[config.mk]
export PLATFORM = sky130hd
export DESIGN_NAME = rope_addr
export DESIGN_NICKNAME = d
export VERILOG_FILES = /design/src/rtl/rope_pkg.sv /design/src/rtl/rope_addr.sv
export SDC_FILE = /design/constraint.sdc
export NUM_CORES = 1
export LEC_CHECK = 0
export BUFFER_PORTS_ARGS = -buffer_cell sky130_fd_sc_hd__clkbuf_2
export CAP_MARGIN = 20
export CORE_MARGIN = 2
export CORE_UTILIZATION = 25
export DETAILED_ROUTE_END_ITERATION = 7
export SETUP_SLACK_MARGIN = 0.02
export SYNTH_ARGS = -nofsm -noshare
export SYNTH_HDL_FRONTEND = slang
export SYNTH_SLANG_ARGS = --single-unit
[constraint.sdc]
create_clock -name clk_i -period 12.7 [get_ports clk_i]
set_input_delay 1.27 -clock clk_i [delete_from_list [all_inputs] [get_ports clk_i]]
set_output_delay 1.27 -clock clk_i [all_outputs]
set_load 0.03 [all_outputs]
[src/rtl/rope_pkg.sv]
`default_nettype none
package rope_pkg;

  localparam int unsigned MaxTokens  = 4096;
  localparam int unsigned MaxHeads   = 128;
  localparam int unsigned MaxHalfDim = 128;
  localparam int unsigned PaddrW     = 4;

  typedef enum logic [1:0] {
    RegQueryHeads = 2'd0,
    RegKvHeads    = 2'd1,
    RegHalfDim    = 2'd2
  } reg_idx_e;

  typedef enum logic [1:0] {
    TgtQuery = 2'd0,
    TgtKey   = 2'd1,
    TgtNone  = 2'd2
  } target_e;

  typedef enum logic [1:0] {
    FpFinite = 2'd0,
    FpZero   = 2'd1,
    FpInf    = 2'd2,
    FpNan    = 2'd3
  } fp_class_e;

  typedef struct packed {
    logic [7:0] query_heads;
    logic [7:0] kv_heads;
    logic [7:0] pair_cnt;
  } cfg_t;

  // leading zero count, 32 for an all-zero word
  function automatic logic [5:0] lzc32(input logic [31:0] v);
    logic [5:0] n;
    n = 6'd32;
    for (int i = 0; i < 32; i++) begin
      if (v[i]) n = 6'(31 - i);
    end
    return n;
  endfunction

  // sig has its msb set; expo is the biased exponent of that msb.
  // Round to nearest even into fp32, subnormal results included.
  function automatic logic [31:0] round_pack(input logic sign, input logic [31:0] sig,
                                             input logic signed [10:0] expo);
    logic [10:0] rshift;
    logic [5:0]  sh;
    logic [31:0] sh_sig;
    logic        lost;
    logic [23:0] keep;
    logic        guard;
    logic        sticky;
    logic        inc;
    logic [7:0]  efield;
    logic [30:0] packed_v;
    rshift = '0;
    if (expo >= 11'sd255) return {sign, 8'hFF, 23'd0};
    if (expo >= 11'sd1) begin
      sh     = '0;
      efield = expo[7:0];
    end else begin
      rshift = 11'(11'sd1 - expo);
      sh     = (rshift > 11'd32) ? 6'd32 : rshift[5:0];
      efield = '0;
    end
    sh_sig   = sig >> sh;
    lost     = |(sig & ~({32{1'b1}} << sh));
    keep     = sh_sig[31:8];
    guard    = sh_sig[7];
    sticky   = (|sh_sig[6:0]) | lost;
    inc      = guard & (sticky | keep[0]);
    // a carry out of the mantissa bumps the exponent, up to infinity
    packed_v = {efield, keep[22:0]} + {30'd0, inc};
    return {sign, packed_v};
  endfunction

endpackage
`default_nettype wire

[src/rtl/rope_addr.sv]
`default_nettype none
// head classification and flat element addresses, six stages to match the datapath
module rope_addr (
  input  wire logic               clk_i,
  input  wire logic               en_i,
  input  wire rope_pkg::cfg_t     cfg_i,
  input  wire logic        [11:0] token_i,
  input  wire logic        [7:0]  head_i,
  input  wire logic        [6:0]  pair_i,
  output rope_pkg::target_e       tgt_o,
  output logic             [26:0] first_o,
  output logic             [26:0] second_o
);

  logic              oor, is_q;
  logic [7:0]        nh, loc;
  rope_pkg::target_e tgt_d;

  rope_pkg::target_e tgt1_q, tgt2_q, tgt3_q, tgt4_q, tgt5_q, tgt6_q;
  logic [19:0]       th1_q;
  logic [7:0]        loc1_q;
  logic [6:0]        pair1_q, pair2_q, pair3_q;
  logic [20:0]       base2_q;
  logic [26:0]       prod3_q;
  logic [26:0]       f4_q, s4_q, f5_q, s5_q, f6_q, s6_q;
  logic [29:0]       full;

  always_comb begin
    oor  = ({1'b0, token_i} >= 13'(rope_pkg::MaxTokens)) ||
           ({1'b0, head_i} >= ({1'b0, cfg_i.query_heads} + {1'b0, cfg_i.kv_heads}));
    is_q = head_i < cfg_i.query_heads;
    nh   = is_q ? cfg_i.query_heads : cfg_i.kv_heads;
    loc  = is_q ? head_i : (head_i - cfg_i.query_heads);
    if (oor) begin
      tgt_d = rope_pkg::TgtNone;
    end else if (is_q) begin
      tgt_d = rope_pkg::TgtQuery;
    end else begin
      tgt_d = rope_pkg::TgtKey;
    end
  end

  assign full = 30'(base2_q) * 30'({cfg_i.pair_cnt, 1'b0});

  always_ff @(posedge clk_i) begin
    if (en_i) begin
      tgt1_q  <= tgt_d;
      th1_q   <= 20'(token_i) * 20'(nh);
      loc1_q  <= loc;
      pair1_q <= pair_i;

      tgt2_q  <= tgt1_q;
      base2_q <= {1'b0, th1_q} + 21'(loc1_q);
      pair2_q <= pair1_q;

      tgt3_q  <= tgt2_q;
      prod3_q <= full[26:0];
      pair3_q <= pair2_q;

      tgt4_q  <= tgt3_q;
      f4_q    <= prod3_q + 27'(pair3_q);
      s4_q    <= prod3_q + 27'(pair3_q) + 27'(cfg_i.pair_cnt);

      tgt5_q  <= tgt4_q;
      f5_q    <= f4_q;
      s5_q    <= s4_q;

      tgt6_q  <= tgt5_q;
      f6_q    <= (tgt5_q == rope_pkg::TgtNone) ? '0 : f5_q;
      s6_q    <= (tgt5_q == rope_pkg::TgtNone) ? '0 : s5_q;
    end
  end

  assign tgt_o    = tgt6_q;
  assign first_o  = f6_q;
  assign second_o = s6_q;

endmodule
`default_nettype wire

# --- Yosys cells after proc, flatten, opt, wreduce, memory -nomap -nowiden ---
# Cells that the tools add are included.
word_totals:
  register_bits: 270
  input_bits: 53
  output_inout_bits: 56
  wordCells: 32
op_classes:
  add_sub_neg: 5
  n_mul: 2
  magnitude_cmp: 2
  eq_ne: 1
  muxes: 3
op_table:
  columns: ["op", "n"]
  rows:
  - ["adder 27 x 7 -> 27 bit", 1]
  - ["adder 27 x 8 -> 27 bit", 1]
  - ["multiplier 21 x 8 -> 26 bit", 1]
  - ["adder 20 x 8 -> 21 bit", 1]
  - ["multiplier 12 x 8 -> 20 bit", 1]
  - ["2-to-1 mux 8 bit", 2]
  - ["adder 8 x 8 -> 9 bit", 1]
  - [">= comparator 8 x 9 -> 1 bit", 1]
  - ["< comparator 8 bit", 1]
  - ["subtractor 8 bit", 1]
  - ["equality test 2 bit, second input constant", 1]
  - ["2-to-1 mux 1 bit", 1]

# --- Depth between registers and ports, before layout ---
depth:
  word_depth: 3
  mapped_depth: 31
  ltp_nobuf: 28

# --- Worst setup path after synthesis ---
# OpenSTA, ideal clock, no wires.
synth_path:
  kind: "input-to-reg"
  start: "input cfg_i[18] (netlist bit)"
  end: "register th1_q[19] (data pin)"
  setup_time_ns: 0.260
  arrival_ns: 7.461
  t_required_ns: 12.440
  slack_ns: 4.980
  cell_stages: 29
  n_path_buf: 4
  path_cell_list: "clkbuf_1 inv_1 ha_1 nor2b_1 o21ai_0 a21boi_1 o21ai_0 a21boi_1 o21ai_0 nor2b_1 clkbuf_1 buf_2 buf_4 mux2i_1 fa_1 fa_1 fa_1 inv_1 fa_1 inv_1 ha_1 a21o_1 a21o_1 a21o_1 a31oi_1 o311a_1 o21bai_1 a21oi_1 xnor2_1"
synth_via:
  elab_chain_len: 3
synth_rtl:
  columns: ["item", "line", "rtl"]
  rows:
  - ["start: declaration", "rope_addr.sv:6", "input wire rope_pkg::cfg_t cfg_i,"]
  - ["< comparator 8 bit", "rope_addr.sv:31", "is_q = head_i < cfg_i.query_heads;"]
  - ["2-to-1 mux 8 bit (*)", "rope_addr.sv:32", "nh = is_q ? cfg_i.query_heads : cfg_i.kv_heads;"]
  - ["multiplier 12 x 8 -> 20 bit (*)", "rope_addr.sv:48", "th1_q <= 20'(token_i) * 20'(nh);"]
  - ["end signal: assignment", "rope_addr.sv:48", null]
  - ["end: declaration", "rope_addr.sv:20", "logic [19:0] th1_q;"]
# Mark *: on every way between the ends. The rest lies on a longest branch, timed or not.
# A chain may end at the register's enable or synchronous reset.

# --- Final worst setup path ---
layout_path:
  start: "input cfg_i[16] (netlist bit)"
  end: "register th1_q[19] (data pin)"
# Same word-level chain as after synthesis.

==> impl_metrics.env <==
export IMPL_final_max_slew_viol_count=0
export IMPL_antenna_diode_count=0
export IMPL_synthesis_area_per_instance_um2=10.9
export IMPL_number_of_global_route_vias_before_repair=13000
export IMPL_timing_rr_end="prod3_q[26]"
export IMPL_h_tree_depth=1
export IMPL_net_count_after_synthesis=2239
export IMPL_hpwl_um=29800
export IMPL_syn_inst=1885
export IMPL_die_y_um=291
export IMPL_cts_root_buffer="sky130_fd_sc_hd__clkbuf_16"
export IMPL_fin_tns_setup_ns=0
export IMPL_regToRegSetupSlack_ns=7.56
export IMPL_cts_tree="yes"
export IMPL_routed_via_density=4.20
export IMPL_port_buffers=108
export IMPL_timing_hold_worst_start="pair2_q[5]"
export IMPL_layout_min_cycle_time_ns=8.43
export IMPL_die_x_extent_um=291
export IMPL_synth_seq_cells=270
export IMPL_last_weighted_congestion_value_of_the_routability_driven_placer=0.799
export IMPL_cts_hold_fix_buffers=0
export IMPL_endpoint_with_the_worst_hold_slack="pair3_q[5]"
export IMPL_finish_net_count=2307
export IMPL_netlist_area_before_placement_um2=20600
export IMPL_avgRoutedWirePerCell_um=13.2
export IMPL_drcViolationCount=0
export IMPL_vias=12800
export IMPL_fmaxAchievable_mhz=119
export IMPL_first_pass_iters=5
export IMPL_dieArea_um2=84600
export IMPL_r2r_start="base2_q[1]"
export IMPL_ys_async_sr_fraction_pct=0
export IMPL_first_pass_grt_wire_length_um=66600
export IMPL_status="completed"
export IMPL_finish_utilization_pct=28.4
export IMPL_crit_type="primary input to flop"
export IMPL_cap_viol_max_count=0
export IMPL_grt_ovfl_total=0
export IMPL_final_layout_size_suffix_gt1_share_pct=9.98
export IMPL_cp_required_ns=13.03
export IMPL_synth_largest_type_area_fraction_pct=39.4
export IMPL_grt_total_usage_pct=9.47
export IMPL_worstMarginPinSlew_ns=1.03
export IMPL_dp_cells=2991
export IMPL_yosys_warnings=0
export IMPL_detail_route_antenna_nets=0
export IMPL_netlist_top_cells_area="sky130_fd_sc_hd__edfxtp_1, sky130_fd_sc_hd__fa_1, sky130_fd_sc_hd__ha_1"
export IMPL_first_iter_violations=838
export IMPL_crit_path_start_kind="primary input"
export IMPL_postSynth_topFlopCell="sky130_fd_sc_hd__edfxtp_1"
export IMPL_setup_repair_after_global_routing_missed_its_margin="false"
export IMPL_cts_inserted_buffers=30
export IMPL_synthDistinctLibCells=71
export IMPL_ioPinCount=109
export IMPL_maxSlewHeadroom_pct=31.4
export IMPL_min_delay_path_depth=0
export IMPL_worstSetupEndpointType="flop"
export IMPL_totalWireLength_um=40100
export IMPL_grt_antenna_before_repair=0
export IMPL_tritoncts_num_sinks=270
export IMPL_core_um2=81700
export IMPL_core_rowCount=105
export IMPL_postCtsResizedCells=0
export IMPL_cp_max_fanout=77
export IMPL_final_critical_path_share_of_the_clock_period_pct=66.4
export IMPL_synth_sequential_area_ratio_pct=39.4
export IMPL_min_path_type="flop to flop"
export IMPL_postCtsSetupBuffers=0
export IMPL_netlist_top_cell_by_area="sky130_fd_sc_hd__edfxtp_1"
export IMPL_finClkSkew_ns=0.0339
export IMPL_setup_viol=0
export IMPL_stdcell_count=3044
export IMPL_ff2ff_path_depth=16
export IMPL_cts_root_to_sink_buffers=3
export IMPL_pin_count_of_the_biggest_net_entering_global_routing=137
export IMPL_initial_core_util_pct=25.2
export IMPL_worst_setup_hold_path_clk_slew_ns=0.05
export IMPL_clkLatencyLatePin_ns=0.59
export IMPL_critical_path_arrival_ns=8.76
export IMPL_hold_viol_final=0
export IMPL_number_of_enable_flip_flop_cells_after_synthesis=270
export IMPL_synthToLayoutAreaGrowth_pct=12.8
==> worst max path at each step <==
stage                     slack [ns]  startpoint         to  cells past startpoint
after detailed placement        3.61   cfg_i[18]  th1_q[19]                     26
after CTS                       4.24   cfg_i[18]  th1_q[19]                     26
after global routing            3.79   cfg_i[16]  th1_q[19]                     26
final                           4.27   cfg_i[16]  th1_q[19]                     26
after global placement          3.76   cfg_i[18]  th1_q[19]                     26
after floorplan                 4.98   cfg_i[18]  th1_q[19]                     29
==> flip-flops by register name (all words and copies together), names as in the netlist, 8 cells and up <==
name      cells
base2_q      21
f4_q         27
f5_q         27
first_o      27
loc1_q        8
prod3_q      26
s4_q         27
s5_q         27
second_o     27
th1_q        20
==> cell type report <==
class	count	area [um2]
Fill cell	8508	58500
Multi-Input combinational cell	1297	11200
Sequential cell	270	8110
Tap cell	1070	1340
Inverter	240	901
Clock buffer	35	769
Timing Repair Buffer	114	608
Clock inverter	18	255
==> cells by family after synthesis <==
kind of cell	after synthesis	synth area share (%)
xor gates and xnor gates	106	4.51
muxes	102	5.10
AOI/OAI and AO/OA	181	5.90
and+or+nand+nor	607	14.2
buffers and inverters	318	6.12
adders and majority gates	301	24.8
DFF	270	39.4
==> metrics by stage <==
| step | hold slack [ns] | setup WS (ns) | area [um2] |
|---|---|---|---|
| finish | 0.413 | 4.27 | 23200 |
| global route | 0.418 | 3.79 | 23200 |
| CTS | 0.415 | 4.24 | 23200 |
| detailed placement | 0.405 | 3.61 | 22200 |
| global placement | 0.402 | 3.76 | 22200 |
| floorplan | 0.400 | 4.98 | 20600 |
==> worst max-delay path, cell delays in order <==
cell and delay (ns):
sky130_fd_sc_hd__clkbuf_2 0.31, sky130_fd_sc_hd__ha_1 0.26, sky130_fd_sc_hd__fa_1 0.22, sky130_fd_sc_hd__nor2b_1 0.05
sky130_fd_sc_hd__o21ai_0 0.19, sky130_fd_sc_hd__a21boi_1 0.11, sky130_fd_sc_hd__o21ai_0 0.21, sky130_fd_sc_hd__a21boi_1 0.15
sky130_fd_sc_hd__o21ai_0 0.24, sky130_fd_sc_hd__nor2b_4 0.86, sky130_fd_sc_hd__buf_12 0.47, sky130_fd_sc_hd__mux2_2 0.41
sky130_fd_sc_hd__fa_1 0.50, sky130_fd_sc_hd__fa_1 0.54, sky130_fd_sc_hd__inv_1 0.05, sky130_fd_sc_hd__fa_1 0.52
sky130_fd_sc_hd__inv_1 0.05, sky130_fd_sc_hd__fa_1 0.53, sky130_fd_sc_hd__inv_1 0.04, sky130_fd_sc_hd__ha_1 0.30
sky130_fd_sc_hd__a21boi_0 0.34, sky130_fd_sc_hd__o21ai_0 0.29, sky130_fd_sc_hd__o311a_1 0.44, sky130_fd_sc_hd__o21bai_1 0.14
sky130_fd_sc_hd__a21oi_1 0.09, sky130_fd_sc_hd__xnor2_1 0.13
==> synthesized netlist by cell type (3+ instances only) <==
cell / n
sky130_fd_sc_hd__a211oi_1: 6
sky130_fd_sc_hd__a21boi_0: 5
sky130_fd_sc_hd__a21o_1: 22
sky130_fd_sc_hd__a21oi_1: 45
sky130_fd_sc_hd__a31oi_1: 5
sky130_fd_sc_hd__and2_1: 140
sky130_fd_sc_hd__and3_1: 9
sky130_fd_sc_hd__and4_1: 3
sky130_fd_sc_hd__buf_2: 6
sky130_fd_sc_hd__buf_4: 6
sky130_fd_sc_hd__clkbuf_1: 62
sky130_fd_sc_hd__edfxtp_1: 270
sky130_fd_sc_hd__fa_1: 177
sky130_fd_sc_hd__ha_1: 124
sky130_fd_sc_hd__inv_1: 240
sky130_fd_sc_hd__mux2_2: 22
sky130_fd_sc_hd__mux2i_1: 80
sky130_fd_sc_hd__nand2_1: 315
sky130_fd_sc_hd__nand2b_1: 6
sky130_fd_sc_hd__nand3_1: 26
sky130_fd_sc_hd__nand3b_1: 3
sky130_fd_sc_hd__nand4_1: 6
sky130_fd_sc_hd__nand4b_1: 5
sky130_fd_sc_hd__nor2_1: 54
sky130_fd_sc_hd__nor2b_1: 9
sky130_fd_sc_hd__nor3_1: 13
sky130_fd_sc_hd__nor4_1: 3
sky130_fd_sc_hd__o211ai_1: 5
sky130_fd_sc_hd__o21a_1: 10
sky130_fd_sc_hd__o21ai_0: 33
sky130_fd_sc_hd__o21bai_1: 14
sky130_fd_sc_hd__o22ai_1: 3
sky130_fd_sc_hd__o31ai_1: 3
sky130_fd_sc_hd__xnor2_1: 80
sky130_fd_sc_hd__xor2_1: 26
==> cells in the final DEF (no fill, tap or decap), types with 5 or more instances in the layout <==
master	instances
sky130_fd_sc_hd__fa_1	177
sky130_fd_sc_hd__a21boi_0	5
sky130_fd_sc_hd__nor2b_1	8
sky130_fd_sc_hd__and3_1	9
sky130_fd_sc_hd__nand3_1	26
sky130_fd_sc_hd__a21oi_1	45
sky130_fd_sc_hd__buf_4	5
sky130_fd_sc_hd__inv_1	240
sky130_fd_sc_hd__and2_1	140
sky130_fd_sc_hd__nor2_1	54
sky130_fd_sc_hd__a21o_1	22
sky130_fd_sc_hd__o211ai_1	5
sky130_fd_sc_hd__edfxtp_1	270
sky130_fd_sc_hd__clkbuf_16	30
sky130_fd_sc_hd__bufinv_16	5
sky130_fd_sc_hd__nand4_1	6
sky130_fd_sc_hd__nand2_1	315
sky130_fd_sc_hd__o21ai_0	33
sky130_fd_sc_hd__mux2i_1	80
sky130_fd_sc_hd__o21bai_1	14
sky130_fd_sc_hd__nand4b_1	5
sky130_fd_sc_hd__xor2_1	26
sky130_fd_sc_hd__nand2b_1	6
sky130_fd_sc_hd__mux2_2	22
sky130_fd_sc_hd__a31oi_1	5
sky130_fd_sc_hd__xnor2_1	80
sky130_fd_sc_hd__clkbuf_1	5
sky130_fd_sc_hd__ha_1	124
sky130_fd_sc_hd__clkbuf_2	107
sky130_fd_sc_hd__o21a_1	10
sky130_fd_sc_hd__a211oi_1	6
sky130_fd_sc_hd__nor3_1	13
==> routing by layer <==
layer	part of all wire (%)	GRT usage [%]	wire length (um)
met1	48	12.8	19200
met2	46	16.0	18500
met3	4.4	1.40	1780
met4	1.7	1.90	664
met5	0	0	0
Power is not shown: default switching activity piles up to over one toggle a cycle in this logic, so the estimate is an artifact.
