==> src/rtl/rope_pkg.sv <==
`default_nettype none
package rope_pkg;

  localparam int unsigned MaxTokens  = 4096;
  localparam int unsigned MaxHeads   = 128;
  localparam int unsigned MaxHalfDim = 128;
  localparam int unsigned PaddrW     = 4;

  typedef enum logic [1:0] {
    RegQueryHeads = 2'd0,
    RegKvHeads    = 2'd1,
    RegHalfDim    = 2'd2
  } reg_idx_e;

  typedef enum logic [1:0] {
    TgtQuery = 2'd0,
    TgtKey   = 2'd1,
    TgtNone  = 2'd2
  } target_e;

  typedef enum logic [1:0] {
    FpFinite = 2'd0,
    FpZero   = 2'd1,
    FpInf    = 2'd2,
    FpNan    = 2'd3
  } fp_class_e;

  typedef struct packed {
    logic [7:0] query_heads;
    logic [7:0] kv_heads;
    logic [7:0] pair_cnt;
  } cfg_t;

  // leading zero count, 32 for an all-zero word
  function automatic logic [5:0] lzc32(input logic [31:0] v);
    logic [5:0] n;
    n = 6'd32;
    for (int i = 0; i < 32; i++) begin
      if (v[i]) n = 6'(31 - i);
    end
    return n;
  endfunction

  // sig has its msb set; expo is the biased exponent of that msb.
  // Round to nearest even into fp32, subnormal results included.
  function automatic logic [31:0] round_pack(input logic sign, input logic [31:0] sig,
                                             input logic signed [10:0] expo);
    logic [10:0] rshift;
    logic [5:0]  sh;
    logic [31:0] sh_sig;
    logic        lost;
    logic [23:0] keep;
    logic        guard;
    logic        sticky;
    logic        inc;
    logic [7:0]  efield;
    logic [30:0] packed_v;
    rshift = '0;
    if (expo >= 11'sd255) return {sign, 8'hFF, 23'd0};
    if (expo >= 11'sd1) begin
      sh     = '0;
      efield = expo[7:0];
    end else begin
      rshift = 11'(11'sd1 - expo);
      sh     = (rshift > 11'd32) ? 6'd32 : rshift[5:0];
      efield = '0;
    end
    sh_sig   = sig >> sh;
    lost     = |(sig & ~({32{1'b1}} << sh));
    keep     = sh_sig[31:8];
    guard    = sh_sig[7];
    sticky   = (|sh_sig[6:0]) | lost;
    inc      = guard & (sticky | keep[0]);
    // a carry out of the mantissa bumps the exponent, up to infinity
    packed_v = {efield, keep[22:0]} + {30'd0, inc};
    return {sign, packed_v};
  endfunction

endpackage
`default_nettype wire

==> src/rtl/rope_fmul.sv <==
`default_nettype none
// bf16 x fp32 product rounded to fp32, three stages: multiply, normalize, round
module rope_fmul (
  input  wire logic        clk_i,
  input  wire logic        en_i,
  input  wire logic [15:0] a_i,
  input  wire logic [31:0] c_i,
  output logic      [31:0] p_o
);

  logic                  a_nan, a_inf, a_zero, c_nan, c_inf, c_zero;
  logic [7:0]            ea_eff, ec_eff;
  rope_pkg::fp_class_e   cls_d;

  logic                  sign1_q, sign2_q;
  rope_pkg::fp_class_e   cls1_q, cls2_q;
  logic [31:0]           sig1_q, sig2_q;
  logic [8:0]            esum1_q;
  logic signed [10:0]    exp2_q;
  logic [31:0]           p_q;
  logic [5:0]            lz;

  always_comb begin
    a_nan  = (a_i[14:7] == 8'hFF) && (a_i[6:0] != '0);
    a_inf  = (a_i[14:7] == 8'hFF) && (a_i[6:0] == '0);
    a_zero = (a_i[14:0] == '0);
    c_nan  = (c_i[30:23] == 8'hFF) && (c_i[22:0] != '0);
    c_inf  = (c_i[30:23] == 8'hFF) && (c_i[22:0] == '0);
    c_zero = (c_i[30:0] == '0);
    ea_eff = (a_i[14:7] == '0) ? 8'd1 : a_i[14:7];
    ec_eff = (c_i[30:23] == '0) ? 8'd1 : c_i[30:23];
    if (a_nan || c_nan || (a_inf && c_zero) || (a_zero && c_inf)) begin
      cls_d = rope_pkg::FpNan;
    end else if (a_inf || c_inf) begin
      cls_d = rope_pkg::FpInf;
    end else if (a_zero || c_zero) begin
      cls_d = rope_pkg::FpZero;
    end else begin
      cls_d = rope_pkg::FpFinite;
    end
  end

  assign lz = rope_pkg::lzc32(sig1_q);

  always_ff @(posedge clk_i) begin
    if (en_i) begin
      sign1_q <= a_i[15] ^ c_i[31];
      cls1_q  <= cls_d;
      sig1_q  <= 32'({(a_i[14:7] != '0), a_i[6:0]}) * 32'({(c_i[30:23] != '0), c_i[22:0]});
      esum1_q <= {1'b0, ea_eff} + {1'b0, ec_eff};

      sign2_q <= sign1_q;
      cls2_q  <= cls1_q;
      sig2_q  <= sig1_q << lz[4:0];
      exp2_q  <= $signed({2'b00, esum1_q}) - 11'sd126 - $signed({5'd0, lz});

      unique case (cls2_q)
        rope_pkg::FpNan:    p_q <= 32'h7FC0_0000;
        rope_pkg::FpInf:    p_q <= {sign2_q, 8'hFF, 23'd0};
        rope_pkg::FpZero:   p_q <= {sign2_q, 31'd0};
        rope_pkg::FpFinite: p_q <= rope_pkg::round_pack(sign2_q, sig2_q, exp2_q);
        default:            p_q <= 32'h7FC0_0000;
      endcase
    end
  end

  assign p_o = p_q;

endmodule
`default_nettype wire

==> config.mk <==
export PLATFORM = sky130hd
export DESIGN_NAME = rope_fmul
export DESIGN_NICKNAME = d
export VERILOG_FILES = /design/src/rtl/rope_pkg.sv /design/src/rtl/rope_fmul.sv
export SDC_FILE = /design/constraint.sdc
export NUM_CORES = 1
export LEC_CHECK = 0
export BUFFER_PORTS_ARGS = -buffer_cell sky130_fd_sc_hd__buf_4
export CELL_PAD_IN_SITES_DETAIL_PLACEMENT = 1
export CELL_PAD_IN_SITES_GLOBAL_PLACEMENT = 2
export CORE_MARGIN = 5
export CORE_UTILIZATION = 40
export DETAILED_ROUTE_END_ITERATION = 6
export MAX_ROUTING_LAYER = met4
export PLACE_DENSITY = 0.85
export REMOVE_ABC_BUFFERS = 1
export SLEW_MARGIN = 10
export SYNTH_ARGS = -nofsm -noshare
export SYNTH_HDL_FRONTEND = slang
export SYNTH_SLANG_ARGS = --single-unit
==> constraint.sdc <==
create_clock -name clk_i -period 8.08 [get_ports clk_i]
set_clock_uncertainty 0.15 [all_clocks]
set_input_delay 0.808 -clock clk_i [delete_from_list [all_inputs] [get_ports clk_i]]
set_output_delay 0.808 -clock clk_i [all_outputs]
set_load 0.05 [all_outputs]
[Word level (Yosys, flattened, before mapping)]
Index checks and enable logic that the tools add are counted.
Word-level totals
  bits in registers: 122
  bits of input ports: 50
  output and inout bits: 32
  word-level logic and storage cells: 109
Operators by class
  add/sub/neg operators: 5
  $mul: 1
  magnitude comparators: 3
  eq/ne operators: 5
  shift-type cells: 3
  mux-type cells: 51
  bitwise operators: 6
  reduce and logical (&&, ||, !) cells: 25
Operators by type and width (number)
  two-way mux 6 bit: 37
  one-hot mux 32 bit (4 select lines): 1
  two-way mux 32 bit: 2
  two-way mux 8 bit: 6
  AND 32 bit: 1
  multiplier 8 x 24 -> 32 bit: 1
  inverter 32 bit: 1
  OR reduction 32 bit: 1
  left shift 32 x 5 -> 32 bit: 1
  left shift 32 x 6 -> 32 bit (first input constant): 1
  >> shifter 32 x 6 -> 31 bit: 1
  adder 31 x 1 -> 31 bit: 1
  logical NOT 31 bit: 1
  logical NOT 23 bit: 1
  nonzero test 23 bit: 1
  == test 8 bit (second input constant): 2
  logical NOT 8 bit: 2
  nonzero test 8 bit: 2
  logical NOT 15 bit: 1
  greater-or-equal comparator 11 x 2 -> 1 bit (second input constant): 1
  greater-or-equal comparator 11 x 9 -> 1 bit (second input constant): 1
  greater-than comparator 11 x 6 -> 1 bit (second input constant): 1
  subtractor 10 x 7 -> 11 bit: 1
  subtractor 2 x 11 -> 11 bit (first input constant): 1
  other kinds (15): 30

[Logic depth before layout (Yosys ltp)]
Gate-level depths: netlist of run 1.
  depth after elaboration: 33
  gate-level depth with buffers: 24
  mapped depth without buffers: 22

[Worst setup path after synthesis of run 1]
Ideal clock, no wire load.
  path type: input to register
  start point: input port a_i[12]
  end point: register sig1_q[30], data pin
  setup time: 257 ps
  data arrival time: 6207 ps
  required time: 7673 ps
  slack: 1466 ps
  stages: 24
  buffers on the path: 2
  cell sequence: nor4_1 > nand2_1 > or2_2 > clkbuf_1 > clkbuf_1 > nand2_1 > fa_1 > fa_1 > fa_1 > inv_1 > fa_1 > ha_1 > o211ai_1 > nand2_1 > nand3_1 > a311o_1 > a311oi_1 > o21a_1 > o21ai_0 > a2111oi_0 > o21a_1 > o21a_1 > o41a_1 > xor2_1
On the way
  longest elaborated chain between the ends: 2
RTL lines
  from (decl): RTL line rope_fmul.sv:6  | input wire logic [15:0] a_i,
  nonzero test 8 bit: RTL line rope_fmul.sv:49  | sig1_q <= 32'({(a_i[14:7] != '0), a_i[6:0]}) * 32'({(c_i[30:23] != '0), c_i[22:0]});
  multiplier 8 x 24 -> 32 bit: RTL line rope_fmul.sv:49
  to (signal assigned): RTL line rope_fmul.sv:49
  to (decl): RTL line rope_fmul.sv:17  | logic [31:0] sig1_q, sig2_q;
Every way passes these cells.
A chain may end at the register's enable or synchronous reset.

[Final worst setup path of run 1]
Ends and elaborated chain as after synthesis.

==> impl_metrics.tcl, run 1 <==
set metrics [dict create \
    route.detailed.drc 0 \
    fp-row-count 73 \
    synth_edf_count 122 \
    relSlewSlack_pct 22.2 \
    status "finished clean" \
    post_cts_buffers 0 \
    hold_path_end "cls2_q[0]$_DFFE_PP_" \
    gp_congestion 0.967 \
    clock-sinks 122 \
    final_cell_area_um2 17400 \
    worstPathRequired_ns 8.20 \
    syn_inst 1848 \
    synth.distinct_cells 88 \
    antenna_cells 0 \
    critical_path_arrival_ns 6.84 \
    rsz0062_at_grt "no" \
    max_clock_freq_ghz 0.149 \
    clk_latency_ns 0.42 \
    r2r-end "p_o[30]$_SDFFCE_PN1P_" \
    detail_route.wl_per_cell_um 20.3 \
    timing.final.hold_violations 0 \
    holdPathStages 0 \
    postCtsHoldBufs 0 \
    area_growth_pct 9.11 \
    synthAdderAreaFrac_pct 22.3 \
    synth-warning-count 0 \
    clock_path_buffers 2 \
    min_period_over_period_pct 83.2 \
    power.leakage_nw 7.40 \
    layout_common_cells "208 x nand2_1, 168 x inv_1, 147 x nor2_1, 134 x fa_1, 122 x edfxtp_1" \
    pre_cts_ws_ns 0.898 \
    rr_startpoint "exp2_q[2]$_DFFE_PP_" \
    synth_xor_area_share_pct 3.68 \
    place_area_um2 16900 \
    holdWs_ns 0.265 \
    viasPerCell 5.81 \
    cts_root_buf "clkbuf_16" \
    numCtsBuffers 17 \
    grt_antenna_before_repair 0 \
    cts_resized 0 \
    grt_pass1_vias 15007 \
    layout.nets 2107 \
    finalWorstSetupSlack_ns 1.35 \
    synthesis.area_um2 15900 \
    die_area_um2 43900 \
    layout_commonest_cell "nand2_1" \
    vias 13875 \
    synthFlopType "edfxtp_1" \
    utilization_pct 44.0 \
    core_um2 39500 \
    synth_compound_area_share_pct 16.3 \
    synth-seq-cells 122 \
    r2r.worst_path.cells 17 \
    cap_violations 0 \
    tritoncts "done" \
    drive_above_1_share_pct 9.65 \
    reg2reg_slack_ns 1.84 \
    ir_drop_mv 0.238 \
    hold_path_class "flip-flop to flip-flop" \
    grt_max_degree 92 \
    critPathLaunchType "primary input" \
    cp_max_fo 7 \
    synth-simple-area-share_pct 21.0 \
    synth-seq-area-share_pct 23.0 \
    drtIter0Drc 733 \
    num_io_pins 82 \
    tightest_slew_ns 1.16 \
    fin_crit_ns 6.73 \
    muxShareOfSynthArea_pct 6.48 \
    setup_violations 0 \
    grt_pass1_wl_um 79800 \
    powerDensity_nw_per_um2 355 \
    fp.dieH_um 210 \
    initial_core_util_pct 40.3 \
    synth_top_family_by_area "adder cells" \
    clk_pin_slew_worst_paths_ns 0.05 \
    path_class "primary input to flip-flop" \
    grtUsageTotal_pct 22.8 \
    worst_hold_startpoint "cls1_q[0]$_SDFFCE_PP1P_" \
    async_reset_ff_share_pct 0 \
    ant_nets 0 \
    grt_overflow_total 0 \
    dp_hpwl_um 38700 \
    routed_wirelength_um 48500 \
    io_buffers 81 \
    endpoint_kind "flip-flop" \
    drv_slew 0 \
    synth_area_per_cell_um2 8.63 \
    cts_max_level 4 \
    firstDrtPassIters 5 \
    die_w_um 210 \
    tns_ns 0 \
]
[sequential cells by signal (all words and copies together), names as in the netlist]
register,cells
sig1_q,32
esum1_q,9
cls1_q,2
sig2_q,32
exp2_q,11
cls2_q,2
p_o,32
sign2_q,1
sign1_q,1
[cell type report]
type / instances / area [µm²]
tap: 525 / 657
timing repair buffer: 106 / 796
clock buffer: 19 / 433
sequential: 122 / 3660
fill: 4687 / 22200
inverter: 170 / 638
multi-input combinational: 1436 / 11100
clock inverter: 12 / 60.1
[metal layers]
metal | wire (µm) | vias up | global-route usage [%]
met1 | 20300 | 7009 | 26.9
met4 | 1550 | 0 | 7.45
met5 | 0 | - | -
li1 | - | 6481 | -
met3 | 1710 | 93 | 2.74
met2 | 25000 | 292 | 40.5
[worst max-delay path, stage by stage]
cell and delay [ns]:
buf_4 0.12, nor4_1 0.29, nand2_1 0.12, or2_2 0.41, nand2_1 0.14, fa_1 0.42
fa_1 0.52, fa_1 0.54, inv_1 0.05, fa_1 0.47, ha_1 0.35, o211ai_1 0.12
nand2_1 0.12, nand3_1 0.15, a311o_1 0.40, a311oi_1 0.26, o21a_1 0.17, o21ai_0 0.11
a2111oi_0 0.59, o21a_1 0.21, o21a_1 0.13, o41a_1 0.14, xor2_1 0.17
[where the power goes]
part           internal, mW  total (mW)  switching [mW]
registers              1.10        1.45           0.353
logic                  1.64        4.09            2.46
clock network         0.379       0.640           0.261
total                  3.11        6.18            3.07
[how the worst max path moves through the flow]
stage / to / start
2_1_floorplan: sig1_q[30]$_DFFE_PP_ / a_i[12]
3_3_place_gp: sig1_q[30]$_DFFE_PP_ / a_i[12]
3_5_place_dp: sig1_q[30]$_DFFE_PP_ / a_i[12]
4_1_cts: sig1_q[30]$_DFFE_PP_ / a_i[12]
5_1_grt: sig1_q[30]$_DFFE_PP_ / a_i[12]
6_report: sig1_q[30]$_DFFE_PP_ / a_i[12]
[cell usage after synthesis (all sizes together) (7+ instances only)]
master / instances / share of area [%]
a2111oi: 10 / 0.78
a211oi: 15 / 0.83
a21boi: 8 / 0.38
a21o: 13 / 0.61
a21oi: 109 / 3.5
a31oi: 24 / 0.94
and2: 95 / 3.7
and3: 11 / 0.43
buf: 39 / 1.3
clkbuf: 80 / 1.9
edfxtp: 122 / 23
fa: 134 / 17
ha: 70 / 5.5
inv: 168 / 4.0
mux2: 8 / 0.57
mux2i: 92 / 5.8
nand2: 208 / 4.9
nand2b: 9 / 0.35
nand3: 46 / 1.4
nand4: 26 / 1.1
nor2: 150 / 3.6
nor2b: 15 / 0.59
nor3: 38 / 1.3
nor3b: 10 / 0.50
nor4: 38 / 1.6
o211ai: 9 / 0.42
o21a: 9 / 0.42
o21ai: 80 / 2.5
o21bai: 8 / 0.38
o22ai: 11 / 0.47
o31ai: 7 / 0.36
or3: 15 / 0.59
or4: 8 / 0.40
xnor2: 49 / 2.7
xor2: 18 / 0.99
[metrics by stage]
| step | power [mW] | instances |
|---|---|---|
| 6_report | 6.18 | 2390 |
| 3_5_place_dp | 5.52 | 2359 |
| 4_1_cts | 6.20 | 2390 |
| 2_1_floorplan | 4.34 | 1728 |
| 3_3_place_gp | 5.41 | 2359 |
| 5_1_grt | 6.73 | 2390 |
[logic make-up (layout without fill, tap and decap cells)]
family / Yosys count / after routing
AOI/OAI and AO/OA: 383 / 383
DFF: 122 / 122
muxes: 101 / 101
buffers and inverters: 290 / 307
and+or+nand+nor: 681 / 681
xor gates and xnor gates: 67 / 67
adders and majority gates: 204 / 204
No activity file was read; power rests on OpenSTA's default activity.
==> inputs of run 2 (changes only) <==
Settings changed: CORE_UTILIZATION 40 to 36, PLACE_DENSITY 0.85 to 0.81.
Clock period 8.08 ns to 5.75 ns, I/O delays scaled along.
==> run 2 against run 1 <==
Effect of this change: the flow now finishes with violations (setup timing); cell count grew 11%; sequential share of layout area down 2.0 points; flip-flop and latch count stayed put; combinational power is 73% higher; wire length rose by 13%; total power is 65% higher; via count grew 5.2%; highest routed layer unchanged; worst setup slack got worse by 1.8 ns.
==> impl_metrics.tcl, run 2 (synthesis results as in run 1) <==
set metrics [dict create \
    path_common_cell "fa_1" \
    io_buffers 81 \
    vias 14590 \
    clkPwrFrac_pct 10.9 \
    firstDrtPassIters 5 \
    clk_latency_ns 0.42 \
    initial_core_util_pct 36.2 \
    layout_common_cells "280 x buf_4, 201 x nand2_1, 162 x inv_1, 144 x nor2_1, 133 x fa_1" \
    power_frac_comb_pct 69.3 \
    clk_pin_slew_worst_paths_ns 0.06 \
    grt_max_degree 65 \
    status "finished with violations" \
    tritoncts "done" \
    grt_pass1_vias 16036 \
    critPathLaunchType "primary input" \
    timing.final.hold_violations 0 \
    grtUsageTotal_pct 23.3 \
    die_area_um2 48600 \
    failed_checks "setup timing" \
    fp.dieH_um 220 \
    fp-row-count 77 \
    clock_path_buffers 2 \
    tightest_slew_ns 1.00 \
    crit_slowest_cell "fa_1" \
    critPathTopFamily "adder cells" \
    num_io_pins 82 \
    layout_commonest_cell "buf_4" \
    power.leakage_nw 8.41 \
    route.detailed.drc 0 \
    viasPerCell 5.52 \
    cp_max_fo 6 \
    seqPwrFrac_pct 19.8 \
    numCtsBuffers 17 \
    postCtsHoldBufs 0 \
    fin_crit_ns 6.18 \
    setup_violations 5 \
    endpoint_kind "flip-flop" \
    powerDensity_nw_per_um2 529 \
    grt_antenna_before_repair 0 \
    cts_max_level 4 \
    worstPathRequired_ns 5.77 \
    ant_nets 0 \
    area_growth_pct 20.9 \
    max_clock_freq_ghz 0.162 \
    grt_pass1_wl_um 87400 \
    cts_root_buf "clkbuf_16" \
    detail_route.wl_per_cell_um 20.7 \
    p_int_mw 5.40 \
    path_class "primary input to flip-flop" \
    cap_violations 0 \
    relSlewSlack_pct 32.8 \
    core_um2 44000 \
    dp_cells 2567 \
    drv_slew 0 \
    final_cell_area_um2 19300 \
    critical_path_arrival_ns 6.20 \
    die_w_um 220 \
    min_period_over_period_pct 107 \
    p_switching_mw 4.80 \
    rsz0062_at_grt "yes" \
    place_area_um2 18100 \
    dp_hpwl_um 42800 \
    drtIter0Drc 658 \
    fill_cells 5155 \
    layout.nets 2291 \
    finalWorstSetupSlack_ns -0.431 \
    drive_above_1_share_pct 20.1 \
    hold_path_class "flip-flop to flip-flop" \
    final_cells 2642 \
    ir_drop_mv 0.289 \
    routed_wirelength_um 54800 \
    clock-sinks 122 \
    grt_overflow_total 0 \
    critPathMaxStageDelay_ns 0.59 \
    worstPathBufferInverterCount 4 \
    swShare_pct 47.0 \
    gp_congestion 0.946 \
]
-- run 2: cell count changes in the layout (fill, tap and decap cells not counted), sizes merged --
cell      change
buf         +184
bufinv        +4
clkbuf        -1
clkinv        -4
clkinvlp      +1
diode         +1
-- run 2: power groups by stage --
stage	Sequential [mW]	Combinational, mW	Clock [mW]
final	2.02	7.06	1.11
after detailed placement	2.02	6.58	0
after global placement	2.01	6.42	0
after floorplan	1.95	4.15	0
after global routing	2.06	7.78	1.17
after CTS	2.00	6.85	1.13
-- run 2: routing by layer --
metal / track usage (%) / wire length, µm
met1: 27.1 / 22300
met2: 42.4 / 29000
met3: 2.18 / 1850
met4: 7.41 / 1670
met5: - / 0
-- run 2: final cells by class --
type	instances	area [µm²]	area share [%]
antenna	1	2.50	0.0130
tap	592	741	3.84
inverter	170	638	3.31
multi-input combinational	1436	11400	59.0
clock inverter	13	178	0.922
timing repair buffer	290	2240	11.6
clock buffer	18	429	2.23
sequential	122	3660	19.0
-- run 2: worst paths after layout --
kind,slack (ns),start,to,cells after the start
worst min register to register,0.27,sign1_q$_DFFE_PP_,sign2_q$_DFFE_PP_,0
worst max-delay path,-0.43,a_i[13],sig1_q[30]$_DFFE_PP_,25
worst max register to register,0.32,exp2_q[1]$_DFFE_PP_,p_o[26]$_SDFFCE_PN1P_,18
worst min-delay path,0.27,sign1_q$_DFFE_PP_,sign2_q$_DFFE_PP_,0
-- run 2: metrics by stage --
stage / utilization [%] / TNS, ns / hold WS (ns) / power [mW] / setup slack [ns]
after detailed placement: 41.1 / -10.08 / 0.260 / 8.60 / -1.27
after floorplan: - / -1.58 / 0.250 / 6.10 / -0.476
after CTS: 43.4 / -0.929 / 0.271 / 9.99 / -0.348
after global placement: 41.1 / -8.86 / 0.251 / 8.43 / -1.20
after global routing: 43.8 / -2.90 / 0.283 / 11.0 / -0.603
final: 43.8 / -1.13 / 0.268 / 10.2 / -0.431
-- run 2: repair_timing --
item	in CTS	in global routing
buffers inserted	36	12
gates resized for setup	35	30
pin swaps	28	30
cloned	0	0
endpoints found under the setup margin	11	28
==> inputs of run 3 (changes only) <==
Settings changed: ABC_AREA set to 1, CORE_UTILIZATION 36 to 33, PLACE_DENSITY 0.81 to 0.8, REMOVE_ABC_BUFFERS 1 to unset.
==> run 3 against run 2 <==
Effect of this change: the flow now finishes without violations; synthesized area down 0.50%; count of clock-buffer cells in the layout unchanged; combinational power down 14%; cell count up 12%; via count up 1.9%; non-clock buffer count down 125.
==> impl_metrics.tcl, run 3 <==
set metrics [dict create \
    final_cell_area_um2 18000 \
    power.leakage_nw 9.21 \
    io_buffers 81 \
    route.detailed.drc 0 \
    crit_slowest_cell "fa_1" \
    clkPwrFrac_pct 11.2 \
    detail_route.wl_per_cell_um 16.6 \
    num_io_pins 82 \
    synth.area.top_cells "edfxtp_1 23%, fa_1 17%, nand2_1 14%" \
    critPathLaunchType "primary input" \
    wl_met2_um 25000 \
    layout.nets 2588 \
    cap_violations 0 \
    drive_above_1_share_pct 10.5 \
    timing.final.hold_violations 0 \
    ant_nets 0 \
    ir_drop_mv 0.234 \
    synth_edf_count 122 \
    met3_length_um 1280 \
    core_um2 47600 \
    cts_max_level 4 \
    swShare_pct 50.7 \
    synth_area_per_cell_um2 7.02 \
    seqPwrFrac_pct 20.7 \
    setup_violations 0 \
    multiInputGateArea_um2 10300 \
    synthesis.area_um2 15900 \
    path_class "primary input to flip-flop" \
    die_area_um2 52500 \
    grtUsageTotal_pct 19.4 \
    critPathMaxStageDelay_ns 0.56 \
    fill_cells 6047 \
    antenna_cells 0 \
    grt_pass1_vias 15964 \
    grt_overflow_total 0 \
    power_mw 8.91 \
    synth_largest_area_cell "edfxtp_1" \
    p_int_mw 4.39 \
    clk_pin_slew_worst_paths_ns 0.06 \
    cp_max_fo 7 \
    seq_area_um2 3660 \
    p_switching_mw 4.52 \
    firstDrtPassIters 5 \
    fp.dieH_um 229 \
    fin_crit_ns 5.41 \
    viasPerCell 5.02 \
    drtIter0Drc 745 \
    syn_inst 2261 \
    synth.distinct_cells 56 \
    initial_core_util_pct 33.3 \
    synth-seq-cells 122 \
    max_clock_freq_ghz 0.185 \
    tightest_slew_ns 0.992 \
    drv_slew 0 \
    layout_commonest_cell "nand2_1" \
    synth-seq-area-share_pct 23.1 \
    hold_path_class "flip-flop to flip-flop" \
    synth_common_cells "605 x nand2_1, 405 x inv_1, 254 x nand3_1, 158 x nor2_1, 134 x fa_1" \
    synthFlopType "edfxtp_1" \
    die_w_um 229 \
    maxUsedRoutingLayer "met4" \
    status "finished clean" \
    synth_nets 2515 \
    async_reset_ff_share_pct 0 \
    wl_met1_um 22200 \
    layout_common_cells "604 x nand2_1, 404 x inv_1, 254 x nand3_1, 164 x buf_4, 156 x nor2_1" \
    powerDensity_nw_per_um2 494 \
    cts_root_buf "clkbuf_16" \
    yosysMostFrequentCell "nand2_1" \
    relSlewSlack_pct 33.8 \
    endpoint_kind "flip-flop" \
    tritoncts "done" \
    fp-row-count 80 \
    grt_max_degree 76 \
    place_area_um2 17500 \
    synth_top_area_share_pct 23.1 \
    grt_antenna_before_repair 0 \
    power_frac_comb_pct 68.2 \
    clock-sinks 122 \
    rsz0062_at_grt "no" \
    numCtsBuffers 17 \
    clock_path_buffers 2 \
    gp_congestion 0.875 \
    dp_hpwl_um 40900 \
    worstPathRequired_ns 5.78 \
    routed_wirelength_um 49200 \
    vias 14868 \
    synth-warning-count 0 \
    critical_path_arrival_ns 5.45 \
    min_period_over_period_pct 94.1 \
    path_common_cell "nand2_1" \
    clk_latency_ns 0.43 \
    tns_ns 0 \
    grt_pass1_wl_um 82200 \
    area_growth_pct 13.8 \
]
==> run 3: cell count changes in the layout (fill, tap and decap cells not counted), moves of 20 or more <==
| cell | before | now |
|---|---|---|
| o21ai_1 | 5 | 43 |
| xnor2_1 | 48 | 9 |
| buf_4 | 280 | 164 |
| a21oi_1 | 97 | 65 |
| inv_1 | 162 | 404 |
| nand3_1 | 43 | 254 |
| xor2_1 | 18 | 42 |
| and2_1 | 95 | 1 |
| mux2i_1 | 92 | 4 |
| nand2_1 | 201 | 604 |
| nor4_1 | 35 | 15 |
==> run 3: what timing repair did <==
action	in CTS	in global routing
setup buffers	0	1
resized for setup	0	7
endpoints found under the hold margin	0	0
endpoints found under the setup margin	0	9
hold buffers	0	0
==> run 3: area by class of cell <==
type	count	share of cell area [%]
multi-input cells	1618	57.0
flip-flops and latches	122	20.3
inverters	410	8.53
repair buffers	165	6.93
well taps	615	4.26
clock buffers	18	2.38
clock inverters	14	0.631
==> run 3: metrics by stage <==
stage / utilization [%] / hold slack (ns) / setup slack [ns] / instances
finish: 37.9 / 0.273 / 0.336 / 2962
global route: 37.9 / 0.283 / 0.0352 / 2962
CTS: 37.8 / 0.262 / 0.0949 / 2961
detailed placement: 36.7 / 0.263 / -0.367 / 2929
global placement: 36.7 / 0.256 / -0.228 / 2929
floorplan: - / 0.250 / 0.00339 / 2261
==> run 3: kinds of logic after synthesis <==
group	count (synthesis)	share of synthesized area, %
AND/OR/NAND/NOR	1109	30.0
buffers and inverters	521	12.6
AO/OA/AOI/OAI	250	8.80
adder cells (fa/ha/maj)	204	22.4
flip-flops	122	23.1
XOR/XNOR	51	2.82
multiplexers	4	0.252
==> run 3: critical path: cells and delay by family <==
kind | cells | cell delay (ns)
adders and majority gates | 5 | 2.30
AOI/OAI and AO/OA | 8 | 1.13
and+or+nand+nor | 13 | 0.92
buffers and inverters | 5 | 0.40
xor gates and xnor gates | 1 | 0.14
==> run 3: worst paths after layout <==
| path | start | to | slack (ns) | cells past startpoint |
|---|---|---|---|---|
| worst max-delay path | a_i[4] | sig1_q[29]$_DFFE_PP_ | 0.34 | 32 |
| worst max register to register | exp2_q[2]$_DFFE_PP_ | p_o[20]$_SDFFCE_PN0P_ | 0.59 | 27 |
| worst min-delay path | sign1_q$_DFFE_PP_ | sign2_q$_DFFE_PP_ | 0.27 | 0 |
| worst min register to register | sign1_q$_DFFE_PP_ | sign2_q$_DFFE_PP_ | 0.27 | 0 |
==> run 3: metal layers <==
metal / global-route usage, % / up-vias
met3: 1.96 / 43
met4: 3.93 / 0
met1: 24.2 / 7321
met5: - / -
li1: - / 7313
met2: 34.4 / 191
==> run 3: power groups by stage <==
stage,sequential [mW],clock (mW),combinational [mW]
finish,1.84,0.996,6.07
global route,1.88,1.06,6.93
CTS,1.84,1.02,6.12
detailed placement,1.85,0,6.09
global placement,1.84,0,5.94
floorplan,1.81,0,4.24
